File: src/rtl/core/ald_pkg.sv
// Shared types, label codes and divisor constants for the ARINC 429 label decoder.
package ald_pkg;

    localparam int OUT_FRAC_BITS = 32;
    localparam int M_W           = 52;
    localparam int VAL_W         = 64;
    localparam int CORR_W        = 32;
    localparam int COARSE_W      = 21;
    localparam int SH_W          = 6;
    localparam int N_STAGE       = 7;

    localparam logic [1:0] CFG_PITCH   = 2'd0;
    localparam logic [1:0] CFG_ROLL    = 2'd1;
    localparam logic [1:0] CFG_HEADING = 2'd2;

    localparam logic [1:0] SSM_NO_DATA = 2'b01;
    localparam logic [1:0] SSM_TEST    = 2'b10;
    localparam logic [1:0] SSM_MINUS   = 2'b11;

    localparam logic [7:0] LBL_007 = 8'o007, LBL_010 = 8'o010, LBL_011 = 8'o011;
    localparam logic [7:0] LBL_012 = 8'o012, LBL_013 = 8'o013, LBL_014 = 8'o014;
    localparam logic [7:0] LBL_044 = 8'o044, LBL_015 = 8'o015, LBL_016 = 8'o016;
    localparam logic [7:0] LBL_351 = 8'o351, LBL_126 = 8'o126, LBL_132 = 8'o132;
    localparam logic [7:0] LBL_137 = 8'o137, LBL_135 = 8'o135, LBL_175 = 8'o175;
    localparam logic [7:0] LBL_300 = 8'o300, LBL_301 = 8'o301, LBL_302 = 8'o302;
    localparam logic [7:0] LBL_303 = 8'o303, LBL_304 = 8'o304, LBL_305 = 8'o305;
    localparam logic [7:0] LBL_254 = 8'o254, LBL_255 = 8'o255, LBL_256 = 8'o256;
    localparam logic [7:0] LBL_257 = 8'o257, LBL_310 = 8'o310, LBL_311 = 8'o311;
    localparam logic [7:0] LBL_312 = 8'o312, LBL_324 = 8'o324, LBL_325 = 8'o325;
    localparam logic [7:0] LBL_314 = 8'o314, LBL_313 = 8'o313, LBL_316 = 8'o316;
    localparam logic [7:0] LBL_317 = 8'o317, LBL_320 = 8'o320, LBL_334 = 8'o334;
    localparam logic [7:0] LBL_321 = 8'o321, LBL_322 = 8'o322, LBL_315 = 8'o315;
    localparam logic [7:0] LBL_323 = 8'o323, LBL_331 = 8'o331, LBL_332 = 8'o332;
    localparam logic [7:0] LBL_333 = 8'o333, LBL_362 = 8'o362, LBL_363 = 8'o363;
    localparam logic [7:0] LBL_364 = 8'o364, LBL_375 = 8'o375, LBL_376 = 8'o376;
    localparam logic [7:0] LBL_370 = 8'o370, LBL_326 = 8'o326, LBL_327 = 8'o327;
    localparam logic [7:0] LBL_330 = 8'o330, LBL_336 = 8'o336, LBL_337 = 8'o337;
    localparam logic [7:0] LBL_335 = 8'o335, LBL_354 = 8'o354, LBL_245 = 8'o245;
    localparam logic [7:0] LBL_360 = 8'o360, LBL_365 = 8'o365, LBL_261 = 8'o261;
    localparam logic [7:0] LBL_361 = 8'o361, LBL_264 = 8'o264, LBL_266 = 8'o266;
    localparam logic [7:0] LBL_267 = 8'o267, LBL_366 = 8'o366, LBL_367 = 8'o367;

    typedef enum logic [3:0] {
        Q_1, Q_10, Q_600, Q_900, Q_1250, Q_2000, Q_20000, Q_75000, Q_DEG
    } t_qsel;

    typedef struct packed {
        logic            raw;
        logic            ok;
        logic            neg;
        t_qsel           qsel;
        logic [SH_W-1:0] shl;
        logic [SH_W-1:0] k;
    } t_meta;

    localparam logic [63:0] ALL1      = 64'hFFFF_FFFF_FFFF_FFFF;
    localparam logic [63:0] RCP_10    = ALL1 / 64'd10;
    localparam logic [63:0] RCP_600   = ALL1 / 64'd600;
    localparam logic [63:0] RCP_900   = ALL1 / 64'd900;
    localparam logic [63:0] RCP_1250  = ALL1 / 64'd1250;
    localparam logic [63:0] RCP_2000  = ALL1 / 64'd2000;
    localparam logic [63:0] RCP_20000 = ALL1 / 64'd20000;
    localparam logic [63:0] RCP_75000 = ALL1 / 64'd75000;
    localparam logic [63:0] RCP_DEG   = ALL1 / 64'd5419351;

    function automatic logic [31:0] q_value(t_qsel qs);
        logic [31:0] r;
        unique case (qs)
            Q_10:    r = 32'd10;
            Q_600:   r = 32'd600;
            Q_900:   r = 32'd900;
            Q_1250:  r = 32'd1250;
            Q_2000:  r = 32'd2000;
            Q_20000: r = 32'd20000;
            Q_75000: r = 32'd75000;
            Q_DEG:   r = 32'd5419351;
            default: r = 32'd1;
        endcase
        return r;
    endfunction

    function automatic logic [63:0] q_recip(t_qsel qs);
        logic [63:0] r;
        unique case (qs)
            Q_10:    r = RCP_10;
            Q_600:   r = RCP_600;
            Q_900:   r = RCP_900;
            Q_1250:  r = RCP_1250;
            Q_2000:  r = RCP_2000;
            Q_20000: r = RCP_20000;
            Q_75000: r = RCP_75000;
            Q_DEG:   r = RCP_DEG;
            default: r = ALL1;
        endcase
        return r;
    endfunction

endpackage

File: src/rtl/core/ald_decode.sv
// Label decoder: field extraction, SSM checks, unit numerators and coarse position state.
module ald_decode
    import ald_pkg::*;
(
    input  logic                     i_clk,
    input  logic                     i_rst_n,
    input  logic                     i_load,
    input  logic                     i_take,
    input  logic [31:0]              i_word,
    input  logic signed [CORR_W-1:0] i_pitch_corr,
    input  logic signed [CORR_W-1:0] i_roll_corr,
    input  logic signed [CORR_W-1:0] i_heading_corr,
    output logic signed [M_W-1:0]    o_m,
    output t_meta                    o_meta
);

    logic [31:0]              w;
    logic [7:0]               lbl;
    logic                     bnr_ok, bcd_ok, minus;
    logic signed [M_W-1:0]    d8, d12, d14, d16, d18, d20, d22, d24;
    logic signed [M_W-1:0]    h26_3, h26_2, b28;
    logic signed [M_W-1:0]    f27_13, f28_13, f27_9, f28_8, f27_17, f27_10, x10;
    logic signed [M_W-1:0]    c_pitch, c_roll, c_heading, lat_x, lon_x;

    logic signed [COARSE_W-1:0] r_lat, r_lon;
    logic                       r_lat_ok, r_lat_neg, r_lon_ok, r_lon_neg;
    logic signed [M_W-1:0]      r_m, n_m;
    t_meta                      r_meta, n_meta;

    assign w      = i_word;
    assign lbl    = w[7:0];
    assign bnr_ok = w[30:29] == SSM_MINUS;
    assign bcd_ok = w[30:29] != SSM_NO_DATA && w[30:29] != SSM_TEST;
    assign minus  = w[30:29] == SSM_MINUS;

    assign d8     = {{(M_W-4){1'b0}}, w[11:8]};
    assign d12    = {{(M_W-4){1'b0}}, w[15:12]};
    assign d14    = {{(M_W-4){1'b0}}, w[17:14]};
    assign d16    = {{(M_W-4){1'b0}}, w[19:16]};
    assign d18    = {{(M_W-4){1'b0}}, w[21:18]};
    assign d20    = {{(M_W-4){1'b0}}, w[23:20]};
    assign d22    = {{(M_W-4){1'b0}}, w[25:22]};
    assign d24    = {{(M_W-4){1'b0}}, w[27:24]};
    assign h26_3  = {{(M_W-3){1'b0}}, w[28:26]};
    assign h26_2  = {{(M_W-2){1'b0}}, w[27:26]};
    assign b28    = {{(M_W-1){1'b0}}, w[28]};

    assign f27_13 = {{(M_W-15){w[27]}}, w[27:13]};
    assign f28_13 = {{(M_W-16){w[28]}}, w[28:13]};
    assign f27_9  = {{(M_W-19){w[27]}}, w[27:9]};
    assign f28_8  = {{(M_W-21){w[28]}}, w[28:8]};
    assign f27_17 = {{(M_W-11){w[27]}}, w[27:17]};
    assign f27_10 = {{(M_W-18){w[27]}}, w[27:10]};
    assign x10    = {{(M_W-19){w[28]}}, w[28:10]};

    assign c_pitch   = {{(M_W-CORR_W){i_pitch_corr[CORR_W-1]}}, i_pitch_corr};
    assign c_roll    = {{(M_W-CORR_W){i_roll_corr[CORR_W-1]}}, i_roll_corr};
    assign c_heading = {{(M_W-CORR_W){i_heading_corr[CORR_W-1]}}, i_heading_corr};
    assign lat_x     = {{(M_W-COARSE_W){r_lat[COARSE_W-1]}}, r_lat};
    assign lon_x     = {{(M_W-COARSE_W){r_lon[COARSE_W-1]}}, r_lon};

    always_comb begin
        logic signed [M_W-1:0] m, n, corr;
        logic [SH_W-1:0]       sv;
        t_qsel                 qs;
        logic                  ok, raw;
        int                    ei;
        m    = '0;
        n    = '0;
        corr = '0;
        sv   = '0;
        qs   = Q_1;
        ok   = 1'b0;
        raw  = 1'b0;
        unique case (lbl) inside
            LBL_007: begin
                ok = bcd_ok; m = 10 * d22 + d18; qs = Q_10;
            end
            LBL_010, LBL_011: begin
                ok = bcd_ok;
                n  = 600 * (10 * d24 + d20) + 100 * d16 + 10 * d12 + d8;
                if (lbl == LBL_011) begin
                    n = n + 60000 * b28;
                end
                m  = minus ? -n : n; qs = Q_600;
            end
            LBL_012: begin
                ok = bcd_ok;
                m  = (1000 * h26_3 + 100 * d22 + 10 * d18 + d14) * 463; qs = Q_900;
            end
            LBL_013, LBL_014, LBL_044: begin
                ok = bcd_ok;
                n  = 1000 * h26_2 + 100 * d22 + 10 * d18 + d14;
                m  = minus ? 3600 - n : n; qs = Q_10;
            end
            LBL_015: begin
                ok = bcd_ok;
                m  = (100 * h26_2 + 10 * d22 + d18) * 463; qs = Q_900;
            end
            LBL_016: begin
                ok = bcd_ok;
                n  = 100 * h26_2 + 10 * d22 + d18;
                m  = minus ? 360 - n : n;
            end
            LBL_351: begin
                ok = bcd_ok; m = 10 * d18 + d14; qs = Q_10;
            end
            LBL_126: begin
                ok = bnr_ok; m = f27_13;
            end
            LBL_132, LBL_137: begin
                ok = bnr_ok; m = 11 * f28_13 + 720000 * b28; qs = Q_2000;
            end
            LBL_135: begin
                ok = bnr_ok; m = f27_9 * 381; qs = Q_1250; sv = 6'd3;
            end
            LBL_175: begin
                ok = bnr_ok; m = f27_13 * 463; qs = Q_900; sv = 6'd3;
            end
            LBL_300, LBL_301, LBL_302: begin
                ok = bnr_ok; m = f28_8 * 310505940; qs = Q_DEG; sv = 6'd28;
            end
            LBL_303, LBL_304, LBL_305: begin
                ok = bnr_ok; m = f28_8 * 381; qs = Q_1250; sv = 6'd21;
            end
            LBL_254, LBL_255, LBL_310, LBL_311: begin
                ok = bnr_ok; m = f28_8 * 180; sv = 6'd20;
            end
            LBL_256: begin
                ok = bnr_ok && r_lat_ok;
                m  = (lat_x * 2048 + (r_lat_neg ? -f27_17 : f27_17)) * 180; sv = 6'd31;
            end
            LBL_257: begin
                ok = bnr_ok && r_lon_ok;
                m  = (lon_x * 2048 + (r_lon_neg ? -f27_17 : f27_17)) * 180; sv = 6'd31;
            end
            LBL_312: begin
                ok = bnr_ok; m = f27_10 * 463; qs = Q_900; sv = 6'd6;
            end
            LBL_324, LBL_325, LBL_314, LBL_313, LBL_316, LBL_317, LBL_320, LBL_334,
            LBL_321, LBL_322: begin
                ok = bnr_ok;
                if (lbl == LBL_324) begin
                    corr = c_pitch;
                end else if (lbl == LBL_325) begin
                    corr = c_roll;
                end else if (lbl == LBL_314) begin
                    corr = c_heading;
                end
                m = x10 * 180 + corr * 4;
                if (lbl != LBL_324 && lbl != LBL_325 && lbl != LBL_321 && lbl != LBL_322) begin
                    m = m + b28 * 94371840;
                end
                sv = 6'd18;
            end
            LBL_315: begin
                ok = bnr_ok; m = x10 * 463; qs = Q_900; sv = 6'd10;
            end
            LBL_323, LBL_331, LBL_332, LBL_333, LBL_362, LBL_363, LBL_364, LBL_375,
            LBL_376: begin
                ok = bnr_ok; m = x10 * 196133; qs = Q_20000; sv = 6'd16;
            end
            LBL_370: begin
                ok = bnr_ok; m = x10 * 196133; qs = Q_20000; sv = 6'd15;
            end
            LBL_326, LBL_327, LBL_330, LBL_336, LBL_337: begin
                ok = bnr_ok; m = x10; sv = 6'd11;
            end
            LBL_335: begin
                ok = bnr_ok; m = x10 + b28 * 2949120; sv = 6'd13;
            end
            LBL_354: begin
                ok = bnr_ok; m = f27_10;
            end
            LBL_245, LBL_360, LBL_365: begin
                ok = bnr_ok; m = x10 * 381; qs = Q_75000; sv = 6'd3;
            end
            LBL_261, LBL_361: begin
                ok = bnr_ok; m = f28_8 * 381; qs = Q_1250; sv = 6'd3;
            end
            LBL_264: begin
                ok = bnr_ok; m = f27_10 * 1852; sv = 6'd14;
            end
            LBL_266, LBL_267: begin
                ok = bnr_ok; m = f28_13 * 463; qs = Q_900; sv = 6'd3;
            end
            LBL_366, LBL_367: begin
                ok = bnr_ok; m = x10 * 463; qs = Q_900; sv = 6'd6;
            end
            default: begin
                raw = 1'b1;
            end
        endcase

        ei = OUT_FRAC_BITS - int'(sv);
        if (raw) begin
            m  = x10;
            qs = Q_1;
            ei = 0;
        end else if (!ok) begin
            m = '0;
        end

        n_m         = m;
        n_meta.raw  = raw;
        n_meta.ok   = ok;
        n_meta.neg  = m[M_W-1];
        n_meta.qsel = qs;
        n_meta.shl  = (ei > 0) ? SH_W'(ei + 1) : SH_W'(1);
        n_meta.k    = (ei < 0) ? SH_W'(-ei) : '0;
    end

    always_ff @(posedge i_clk) begin
        if (!i_rst_n) begin
            r_lat     <= '0;
            r_lat_ok  <= 1'b0;
            r_lat_neg <= 1'b0;
            r_lon     <= '0;
            r_lon_ok  <= 1'b0;
            r_lon_neg <= 1'b0;
        end else if (i_take) begin
            if (lbl == LBL_254) begin
                r_lat_ok <= bnr_ok;
                if (bnr_ok) begin
                    r_lat     <= w[28:8];
                    r_lat_neg <= w[28];
                end
            end
            if (lbl == LBL_255) begin
                r_lon_ok <= bnr_ok;
                if (bnr_ok) begin
                    r_lon     <= w[28:8];
                    r_lon_neg <= w[28];
                end
            end
        end
    end

    always_ff @(posedge i_clk) begin
        if (i_load) begin
            r_m    <= n_m;
            r_meta <= n_meta;
        end
    end

    assign o_m    = r_m;
    assign o_meta = r_meta;

endmodule

File: config.mk
export PLATFORM = sky130hd
export DESIGN_NAME = ald_decode
export DESIGN_NICKNAME = d
export VERILOG_FILES = /design/src/rtl/core/ald_pkg.sv /design/src/rtl/core/ald_decode.sv
export SDC_FILE = /design/constraint.sdc
export NUM_CORES = 2
export LEC_CHECK = 0
export CORE_AREA = 3 3 382 384
export DETAILED_ROUTE_END_ITERATION = 8
export DIE_AREA = 0 0 385 387
export DONT_BUFFER_PORTS = 1
export SYNTH_ARGS = -nofsm -noshare
export SYNTH_HDL_FRONTEND = slang
export SYNTH_SLANG_ARGS = --single-unit
File: constraint.sdc
create_clock -name i_clk -period 12.6 [get_ports i_clk]
set_input_delay 1.89 -clock i_clk [delete_from_list [all_inputs] [get_ports i_clk]]
set_output_delay 1.89 -clock i_clk [all_outputs]
set_load 0.05 [all_outputs]
Yosys cells after proc, flatten, opt, wreduce, memory -nomap -nowiden
Cells that the tools add are included.

Register bits after elaboration: 117. Input port bits: 132. Output and inout bits: 71. Logic and storage cells: 200.

$add $sub $neg: 28. Multipliers: 31. $lt $le $gt $ge: 2. Equality and inequality tests: 73. Multiplexer cells: 20. Reductions and logical operators: 33.

Operator list (number): $pmux W52 S26 (1); $mux W52 (9); $eq A8 B8 Y1 const B (52); $mux W50 (4); $add A52 B5 Y52 (3); $add A14 B52 Y52 (2); $add A32 B52 Y52 (2); $mul A52 B10 Y52 const B (2); $mul A52 B7 Y50 const B (2); $mul A19 B10 Y29 const B (3); $reduce_or A66 Y1 (1); $pmux W5 S13 (1); $eq A8 B4 Y1 const B (7); $mul A18 B10 Y28 const B (2); $reduce_or A54 Y1 (1); $add A28 B52 Y52 (1); $add A52 B29 Y52 (1); $add A52 B52 Y52 (1); $neg A11 Y52 (1); $neg A52 Y52 (1); $sub A13 B52 Y52 const A (1); $mul A21 B28 Y49 const B (1); $eq A8 B7 Y1 const B (5); $mul A19 B19 Y38 const B (1); other kinds (52) (82).

Logic depth before layout (Yosys ltp)
Depth after elaboration: 14. Gate-level depth with buffers: 42.

Least setup slack after synthesis
Ideal clock, no wire load.

Kind: input to register. From: input port i_word[27]. To: register r_m[17] (netlist: o_m[17]), data pin. Setup time: 256 ps. Arrival: 11432 ps. Slack: 912 ps. Stages: 40. Cell sequence: buf_2 > inv_1 > clkbuf_1 > buf_1 > ha_1 > ha_1 > inv_1 > fa_1 > inv_1 > fa_1 > ha_1 > ha_1 > ha_1 > inv_1 > o21bai_1 > a21oi_1 > o21bai_1 > a21oi_1 > [... 4 more ...] > ha_1 > inv_1 > fa_1 > inv_1 > fa_1 > fa_1 > ha_1 > o21a_1 > o21a_1 > o21ai_0 > a21oi_1 > a21boi_0 > xor2_1 > a221oi_1 > nand4_1 > a2111oi_0 > o221ai_1 > a22o_1.

Word-level cells in the longest chain between the ends: 14.

RTL lines: start: declaration (RTL line ald_decode.sv:9) `input logic [31:0] i_word,`; $mul A3 B4 Y7 (RTL line ald_decode.sv:81) `n = 600 * (10 * d24 + d20) + 100 * d16 + 10 * d12 + d8;`; $add A8 B4 Y9 (RTL line ald_decode.sv:81); $mul A7 B9 Y16 (RTL line ald_decode.sv:81); $add A19 B11 Y20 (RTL line ald_decode.sv:81); $add A20 B8 Y21 (RTL line ald_decode.sv:81); $add A21 B4 Y22 (RTL line ald_decode.sv:81); $add A22 B17 Y23 (RTL line ald_decode.sv:83) `n = n + 60000 * b28;`; $mux W23 (RTL line ald_decode.sv:82) `if (lbl == LBL_011) begin`; $mux W52 (RTL line ald_decode.sv:75) `unique case (lbl) inside`; $neg A52 Y52 (RTL line ald_decode.sv:85) `m = minus ? -n : n; qs = Q_600;`; $mux W52 (RTL line ald_decode.sv:85); $pmux W52 S26 (RTL line ald_decode.sv:75); $mux W52 (RTL line ald_decode.sv:200) `end else if (!ok) begin`; $mux W52 (*) (RTL line ald_decode.sv:196) `if (raw) begin`; via n_m[17] (RTL line ald_decode.sv:27) `logic signed [M_W-1:0] r_m, n_m;`; end signal: assignment (RTL line ald_decode.sv:241) `r_m <= n_m;`; end: declaration (RTL line ald_decode.sv:27).

Mark *: on every way through the listed nets, which the timed path passes. The rest lies on a longest branch. The select of a mux whose other input is x is not followed. A chain may end at the register's enable or synchronous reset.

Final worst setup path
From: input port i_word[27]. To: register r_m[20] (netlist: o_m[20]), data pin.

Word-level cells in the longest chain between the ends: 14.

RTL lines (RTL line): $mul A3 B4 Y7 (ald_decode.sv:81); $add A8 B4 Y9 (ald_decode.sv:81); $mul A7 B9 Y16 (ald_decode.sv:81); $add A19 B11 Y20 (ald_decode.sv:81); $add A20 B8 Y21 (ald_decode.sv:81); $add A21 B4 Y22 (ald_decode.sv:81); $add A22 B17 Y23 (ald_decode.sv:83); $mux W23 (ald_decode.sv:82); $mux W52 (ald_decode.sv:75); $neg A52 Y52 (ald_decode.sv:85); $mux W52 (ald_decode.sv:85); $pmux W52 S26 (*) (ald_decode.sv:75); $mux W52 (*) (ald_decode.sv:200); $mux W52 (*) (ald_decode.sv:196); via n_m[20] (ald_decode.sv:27).

Marked as above.

==> qor.txt <==
Status = finished with violations
Failing checks = DRC
Unrepaired setup endpoints after global routing = no
Gate Count Post-Synth = 8405
Metal1 wirelength = 125 mm
Delay-heaviest family, CP = compound AO/OA/AOI/OAI gates
Vias in the first global route = 61275
Cell area after layout = 74600 um^2
Clk_lat worst skew = 0.46 ns
WL met2 = 122 mm
Core box area = 143000 um^2
Worst slew pin tran = 1.44 ns
Initial antenna violation count = 17
Cts bufs inserted = 9
Layout Skew = 0.0338 ns
Vias = 63970
Fmax = 0.0856 GHz
Clock transition at path regs = 0.09 ns
Max layer used = met5
DRT iter0 DRCs = 7632
Synthesized cell area = 71300 um^2
Ys flop type = edfxtp_1
Total gr overflow = 0
I/O pin total = 203
Most used cell, CP = ha_1
#FFs+latches synth = 108
Hold Fails Final Rpt = 0
Final setup fails = 0
Area growth syn-to-layout = 4.55%
Synth top area share = 0.251
Period utilisation layout = 0.927
Starting density of the core = 0.498
H-tree depth = 3
Synth warnings = 0
Crit Path Max Fanout = 84
CP Class = primary input to flip-flop
Synth cell types = 99
Post-CTS Setup Inserts = 0
Slowest CP cell = a211o_1
Bufs and invs on worst path = 6
Asr flop ratio synth = 0
Largest net degree at the start of global routing = 108
Hold_buf cts = 0
Critical path data required time = 12.76 ns
Slew Viols, Final = 0
DRC Markers = 2
Most frequent cell after synthesis = inv_1
Vias/cell = 6.22
Placed inst area = 74200 um^2
DPL Wire Length = 253 mm
CP arrival = 11.84 ns
Antenna Nets Post-Route = 0
Top cells by count, synth = 1611 x inv_1, 1366 x ha_1, 896 x fa_1
Area contributors post-synth = fa_1 25%, ha_1 24%, inv_1 8.5%, xnor2_1 5.5%, a21oi_1 3.7%
Setup TNS = 0 ns
Max-capacitance violation count = 0
Hold WC Path Type = flip-flop to flip-flop
Routed wire length = 306 mm
DIE HEIGHT = 387 um
Synth Area per Inst = 8.49 um^2
Relative max-transition margin = 0.0384
Port Buffers = 0
FP Rows = 139
Seq/Total Area, Yosys = 0.0393
CP Capture Type = flip-flop
Worst setup SP type = primary input
Root Buffer = clkbuf_16
Minimum clock period = 11.68 ns
Wire per inst = 29.7 um
Die Area = 149000 um^2
Die width = 385 um
CP peak stage delay = 0.65 ns
EDFF count, synth = 64
Sinks on Clock Net = 108
GRT Total Usage = 0.404
DRT Pass-1 Iters = 9
CTS tree = done
First-pass GRT wire length = 434 mm
Met3 wire length = 34.4 mm
Nets@finish = 10765
Area leader, netlist = fa_1
Post-CTS resize count = 0
Final GP Congestion = 1.06
Layout cells sized above 1 = 0.0335
Clock tree buffer depth = 2
==> flip-flops by register name, indices dropped and copies added, names as in the netlist <==
name      flops
o_m          52
r_lon        21
r_lat_ok      1
r_lon_ok      1
r_lat        21
o_meta       12
==> final timing paths <==
kind	to	slack (ns)	from	depth (start not counted)
worst max register to register	o_m[44]$_DFFE_PP_	2.78	r_lat[20]$_SDFFE_PN0P_	33
worst max-delay path	o_m[20]$_DFFE_PP_	0.92	i_word[27]	35
worst min register to register	r_lat_ok$_SDFFE_PN0P_	0.47	r_lat_ok$_SDFFE_PN0P_	2
worst min-delay path	r_lat_ok$_SDFFE_PN0P_	0.47	r_lat_ok$_SDFFE_PN0P_	2
==> area by class of cell <==
type | count | area (um^2)
Tap cell | 1903 | 2380
Fill cell | 13904 | 68600
Inverter | 1614 | 6060
Sequential cell | 108 | 2810
Timing Repair Buffer | 172 | 1300
Antenna cell | 7 | 17.5
Clock buffer | 10 | 239
Multi-Input combinational cell | 6466 | 61700
Clock inverter | 6 | 67.6
==> cells by family after synthesis <==
| kind of cell | count (synthesis) | synth area share |
|---|---|---|
| adder cells (fa/ha/maj) | 2262 | 0.491 |
| other | 2 | 0.000105 |
| XOR/XNOR | 656 | 0.0811 |
| AND/OR/NAND/NOR | 1525 | 0.102 |
| AO/OA/AOI/OAI | 2000 | 0.187 |
| multiplexers | 16 | 0.00230 |
| buffers and inverters | 1836 | 0.0971 |
| flip-flops | 108 | 0.0393 |
==> metal layers <==
metal  global-route usage  vias to the layer above
met5                    0                        -
met4                0.254                        6
met3                0.116                      734
met2                0.567                     3323
met1                0.543                    31397
li1                     -                    28510
==> worst min-delay path, stage by stage (launching register included) <==
cell      delay, ns
dfxtp_1        0.31
nand2_1        0.05
a21boi_0       0.07
==> placed cells by master (no fill, tap or decap), types with 72 or more instances in the layout <==
cell,instances
a21o_1,236
a21oi_1,530
a31oi_1,72
buf_4,171
fa_1,896
ha_1,1365
inv_1,1610
nand2_1,522
nand2b_1,72
nand3_1,129
nor2_1,334
nor2b_1,73
nor3_1,83
o21ai_0,333
o21bai_1,87
xnor2_1,447
xor2_1,206
==> through the flow <==
stage                     std cells  setup slack, ns  hold slack (ns)   util
after floorplan                8410            0.912            0.443      -
after global placement        10263            0.753            0.453  0.519
after detailed placement      10263            0.666            0.463  0.519
after CTS                     10279             1.14            0.473  0.521
after global routing          10280            0.553            0.481  0.521
final                         10286            0.923            0.472  0.521
Power is not shown: default switching activity piles up to over one toggle a cycle in this logic, so the estimate is an artifact.
